### src/design/box_corner_roll_pitch_transform_assert.svh
// Assertion macros shared by the box corner transform RTL.
`ifndef BOX_CORNER_ROLL_PITCH_TRANSFORM_ASSERT_SVH
`define BOX_CORNER_ROLL_PITCH_TRANSFORM_ASSERT_SVH
`ifndef SYNTHESIS
`define BCRPT_ASSERT(lbl, clk_s, rst_s, prop) \
  lbl: assert property (@(posedge clk_s) disable iff (!rst_s) (prop)) \
    else $error("assertion failed");
`define BCRPT_ASSERT_IMPLY(lbl, clk_s, rst_s, ante, cons) \
  lbl: assert property (@(posedge clk_s) disable iff (!rst_s) (ante) |-> (cons)) \
    else $error("assertion failed");
`else
`define BCRPT_ASSERT(lbl, clk_s, rst_s, prop)
`define BCRPT_ASSERT_IMPLY(lbl, clk_s, rst_s, ante, cons)
`endif
`endif

### src/design/bcrpt_pkg.sv
`default_nettype none
package bcrpt_pkg;

  localparam int CordicSteps = 24;
  localparam int NumRegs     = 3;
  localparam int CfgIdxW     = 2;
  localparam int CfgDataW    = 31;

  localparam logic [CfgIdxW-1:0] RegBoxWidth  = 2'd0;
  localparam logic [CfgIdxW-1:0] RegBoxHeight = 2'd1;
  localparam logic [CfgIdxW-1:0] RegBoxDepth  = 2'd2;

  localparam logic [CfgDataW-1:0] BoxReset = 31'd65536;

  localparam logic signed [15:0] ScaleQ14   = 16'sd22118;
  localparam logic signed [31:0] TurnPerRad = 32'sd683565276;
  localparam logic signed [33:0] CordicGain = 34'sd652032874;

  typedef logic signed [33:0] atan_tab_t [CordicSteps];
  localparam atan_tab_t AtanTurns = '{
    34'sd536870912, 34'sd316933406, 34'sd167458907, 34'sd85004756,
    34'sd42667331, 34'sd21354465, 34'sd10679838, 34'sd5340245,
    34'sd2670163, 34'sd1335087, 34'sd667544, 34'sd333772,
    34'sd166886, 34'sd83443, 34'sd41722, 34'sd20861,
    34'sd10430, 34'sd5215, 34'sd2608, 34'sd1304,
    34'sd652, 34'sd326, 34'sd163, 34'sd81
  };

  typedef struct packed {
    logic signed [31:0] offset_x;
    logic signed [31:0] offset_y;
    logic signed [31:0] offset_z;
    logic signed [15:0] pitch_angle;
    logic signed [15:0] roll_angle;
  } req_t;

  typedef struct packed {
    logic [2:0]         corner_index;
    logic signed [31:0] corner_x;
    logic signed [31:0] corner_y;
    logic signed [31:0] corner_z;
    logic               last_corner;
  } res_t;

  typedef struct packed {
    logic [1:0]         quad;
    logic signed [33:0] x;
    logic signed [33:0] y;
    logic signed [33:0] z;
  } lane_t;

  typedef struct packed {
    logic               valid;
    logic signed [31:0] ox;
    logic signed [31:0] oy;
    logic signed [31:0] oz;
    lane_t              pitch;
    lane_t              roll;
  } stage_t;

  function automatic lane_t cordic_iter(lane_t l, int unsigned sh, logic signed [33:0] atn);
    lane_t r;
    r.quad = l.quad;
    if (!l.z[33]) begin
      r.x = l.x - (l.y >>> sh);
      r.y = l.y + (l.x >>> sh);
      r.z = l.z - atn;
    end else begin
      r.x = l.x + (l.y >>> sh);
      r.y = l.y - (l.x >>> sh);
      r.z = l.z + atn;
    end
    return r;
  endfunction

  // Add one half LSB and floor shift by 30.
  function automatic logic signed [33:0] round30(logic signed [68:0] v);
    logic signed [68:0] t;
    t = v + (69'sd1 <<< 29);
    return t[63:30];
  endfunction

  function automatic logic signed [31:0] sat32(logic signed [34:0] v);
    if (v > 35'sd2147483647) begin
      return 32'sh7FFF_FFFF;
    end else if (v < -35'sd2147483648) begin
      return 32'sh8000_0000;
    end
    return v[31:0];
  endfunction

endpackage
`default_nettype wire

### src/design/bcrpt_cordic_cell.sv
`default_nettype none
module bcrpt_cordic_cell #(
  parameter int Shift = 0
) (
  input  wire logic              clk,
  input  wire logic              rst_n,
  input  wire bcrpt_pkg::stage_t in_st,
  output bcrpt_pkg::stage_t      out_st
);

  bcrpt_pkg::stage_t st_r, st_nxt;

  // Both angles take one micro-rotation at the same shift.
  always_comb begin
    st_nxt       = in_st;
    st_nxt.pitch = bcrpt_pkg::cordic_iter(in_st.pitch, Shift, bcrpt_pkg::AtanTurns[Shift]);
    st_nxt.roll  = bcrpt_pkg::cordic_iter(in_st.roll, Shift, bcrpt_pkg::AtanTurns[Shift]);
  end

  always_ff @(posedge clk) begin
    if (!rst_n) begin
      st_r.valid <= 1'b0;
    end else begin
      st_r <= st_nxt;
    end
  end

  assign out_st = st_r;

endmodule
`default_nettype wire

### config.mk
export PLATFORM = sky130hd
export DESIGN_NAME = bcrpt_cordic_cell
export DESIGN_NICKNAME = d
export VERILOG_FILES = /design/src/design/box_corner_roll_pitch_transform_assert.svh /design/src/design/bcrpt_pkg.sv /design/src/design/bcrpt_cordic_cell.sv
export SDC_FILE = /design/constraint.sdc
export NUM_CORES = 1
export LEC_CHECK = 0
export BUFFER_PORTS_ARGS = -buffer_cell sky130_fd_sc_hd__buf_2
export CORE_AREA = 5 5 237 239
export DETAILED_ROUTE_END_ITERATION = 8
export DIE_AREA = 0 0 242 244
export SYNTH_ARGS = -nofsm -noshare
export SYNTH_HDL_FRONTEND = slang
export SYNTH_SLANG_ARGS = --single-unit
### constraint.sdc
create_clock -name clk -period 5.6 [get_ports clk]
set_input_delay 1.68 -clock clk [delete_from_list [all_inputs] [get_ports clk]]
set_output_delay 1.68 -clock clk [all_outputs]
set_load 0.1 [all_outputs]
==> results.yml <==
outcome:
  outcome: "completed"
placed_design:
  hpwl_um: 60500
  gp_congestion: 0.955
  place_inst: 3359
  io_buffers: 611
  place_area_um2: 24800
grt:
  met2_usage_pct: 42.0
  antenna_found_initial: 8
  busiest_layer: "met2"
  grt_pass1_wl_um: 112000
  met3_usage_pct: 4.61
  first_global_vias: 18300
  grt_max_degree: 102
  grt-ovfl-total: 0
  grtUsageMet1_pct: 31.1
  grtUsageTotal_pct: 24.0
synth:
  syn_nets: 2646
  yosysUniqueCellTypes: 88
  syn_inst: 2127
  synthTopCellsByArea: "edfxtp_1, ha_1, a21oi_1, xnor2_1, inv_1"
  ys_warn_count: 0
  ys_async_sr_fraction_pct: 0
  synth.largest_area_cell: "edfxtp_1"
  ys_ff_latch: 303
  syn-cell-area_um2: 21000
  synth_edf_count: 302
  yosys_most_used_dff: "edfxtp_1"
  syn_avg_cell_area_um2: 9.87
  ys_seq_area_share_pct: 43.3
  synth_top_area_share_pct: 43.2
power:
  combPwrFrac_pct: 42.5
  pwr-share-seq_pct: 31.6
  internal_power_mw: 5.07
  switchingPower_mw: 4.25
  total_power_mw: 9.32
  p_leak_nw: 11.4
  clkPwrFrac_pct: 26.0
  powerDensity_nw_per_um2: 359
  swShare_pct: 45.6
  vdd_drop_max_mv: 0.230
floorplan:
  core_region_area_um2: 53600
  die_h_um: 244
  die-width_um: 242
  pin_count: 612
  start_util_pct: 39.2
  rows: 85
  dieArea_um2: 59000
finish:
  drive_gt1_share_pct: 26.7
  fin_nets: 3221
  final_area_um2: 26000
  largest_reg_flops: 303
  synthToLayoutAreaGrowth_pct: 23.8
  finalNonFillerCells: 3428
sta:
  fin_crit_sh_pct: 83.2
  fin_setup_tns_ps: 0
  slew_headroom_pct: 34.2
  fmax_mhz: 215
  maxSlewViolCount: 0
  hold_viol: 0
  rsz0062_at_grt: "no"
  worst_pin_slew_ps: 988
  finalSetupViolations: 0
  fin_crit_ps: 4660
hold_path:
  min_path_cells: 1
  hold_class: "in -> reg"
  hold-path-endpoint: "out_st[270]"
  hp-start: "in_st[270]"
clock_tree:
  cts_htree_levels: 2
  holdBufCountCts: 0
  cts.clk_slew.worst_paths_ps: 60
  cts_resized: 0
  cts_setup_buffers: 0
  cts_sinks: 303
  cts.path.max_buffers: 3
  cts_buffers: 37
  tritoncts: "built"
  root_buffer: "clkbuf_16"
drt:
  wirelength_um: 75800
  avgViaCountPerCell: 5.50
  drt_iter0_drc: 1539
  wl_per_cell_um: 22.1
  firstDrtPassIters: 5
  ant_nets: 0
  routed-via-count: 18800
  drcViolationCount: 0
critical_path:
  path_class: "in -> reg"
  worstPathMaxFanout: 12
  crit_required_ps: 5880
  cp.arrival_ps: 4940
  worstSetupStartpointType: "input pin"
  cp-end-kind: "register"
run:
  cap_viol_max_count: 0
[synthesized netlist by cell type, types with 15 or more instances]
master      n
edfxtp_1  302
a21oi_1   235
ha_1      204
inv_1     194
nor2_1    165
o21ai_0   109
xnor2_1   105
nand2_1    96
clkbuf_1   62
nor3_1     42
mux2i_1    31
nor2b_1    30
o21ai_1    30
a21o_1     29
xor2_1     29
o21bai_1   28
nand3_1    27
a31oi_1    23
nand2b_1   23
buf_1      22
nand4_1    20
a211oi_1   19
o21a_1     18
o31ai_1    18
or3_1      17
nor4_1     16
o211ai_1   16
a211o_1    15
[per-stage QoR]
step / worst slack (ps) / hold slack [ps] / utilization, %
after floorplan: 1360 / 1780 / -
after global placement: 466 / 1860 / 46.2
after detailed placement: 438 / 1860 / 46.2
after CTS: 1020 / 1270 / 48.5
after global routing: 719 / 1280 / 48.5
final: 939 / 1310 / 48.5
[worst max-delay path, cell delays in order]
cell      delay [ps]
buf_2            100
inv_1             50
ha_1             530
nor4b_1          110
o21ai_1          190
a311oi_1         140
nor3_1           630
o211ai_1         270
o21ai_1          530
nor2_1           120
or4_1            430
xnor2_1          140
[worst max path at each step]
stage | cells after the start | startpoint | slack, ps | endpoint
3_5_place_dp | 12 | in_st[41] | 440 | out_st[65]
5_1_grt | 12 | in_st[41] | 720 | out_st[65]
2_1_floorplan | 11 | in_st[34] | 1360 | out_st[66]
6_report | 12 | in_st[41] | 940 | out_st[65]
3_3_place_gp | 12 | in_st[41] | 470 | out_st[65]
4_1_cts | 12 | in_st[41] | 1020 | out_st[65]
[cell type report]
type / count / area [um^2]
fill: 5138 / 27600
clock buffer: 43 / 991
multi-input combinational: 1516 / 10700
tap: 696 / 871
inverter: 208 / 781
antenna: 2 / 5.00
timing repair buffer: 636 / 3310
clock inverter: 24 / 229
sequential: 303 / 9090
[power by group through the flow]
stage | combinational (mW) | sequential, mW | clock [mW]
floorplan | 1.07 | 4.96 | 0
global placement | 3.94 | 2.98 | 0
detailed placement | 3.94 | 2.99 | 0
CTS | 3.95 | 2.94 | 2.49
global route | 4.13 | 2.97 | 2.58
finish | 3.96 | 2.94 | 2.42
[cell usage in the layout (no fill, tap or decap), types with 27 or more instances in the layout]
cell type,instances
buf_2,610
edfxtp_1,302
a21oi_1,235
ha_1,204
inv_1,194
nor2_1,165
o21ai_0,109
xnor2_1,105
nand2_1,96
nor3_1,42
clkbuf_16,39
mux2i_1,31
nor2b_1,30
o21ai_1,30
a21o_1,29
xor2_1,29
o21bai_1,28
nand3_1,27
[per-layer routing]
layer | share of wire (%) | vias up
met4 | 2.1 | 12
met5 | 0.11 | -
li1 | - | 8862
met3 | 6.7 | 99
met2 | 50 | 729
met1 | 41 | 9137
[cell families after synthesis]
kind of cell             after synthesis  share of synthesized area (%)
AO/OA/AOI/OAI                        647                           19.5
XOR/XNOR                             134                           5.59
multiplexers                          32                           1.53
adder cells (fa/ha/maj)              212                           12.9
buffers and inverters                308                           5.65
flip-flops                           303                           43.3
AND/OR/NAND/NOR                      491                           11.5
(Power assumes the default switching activity.)
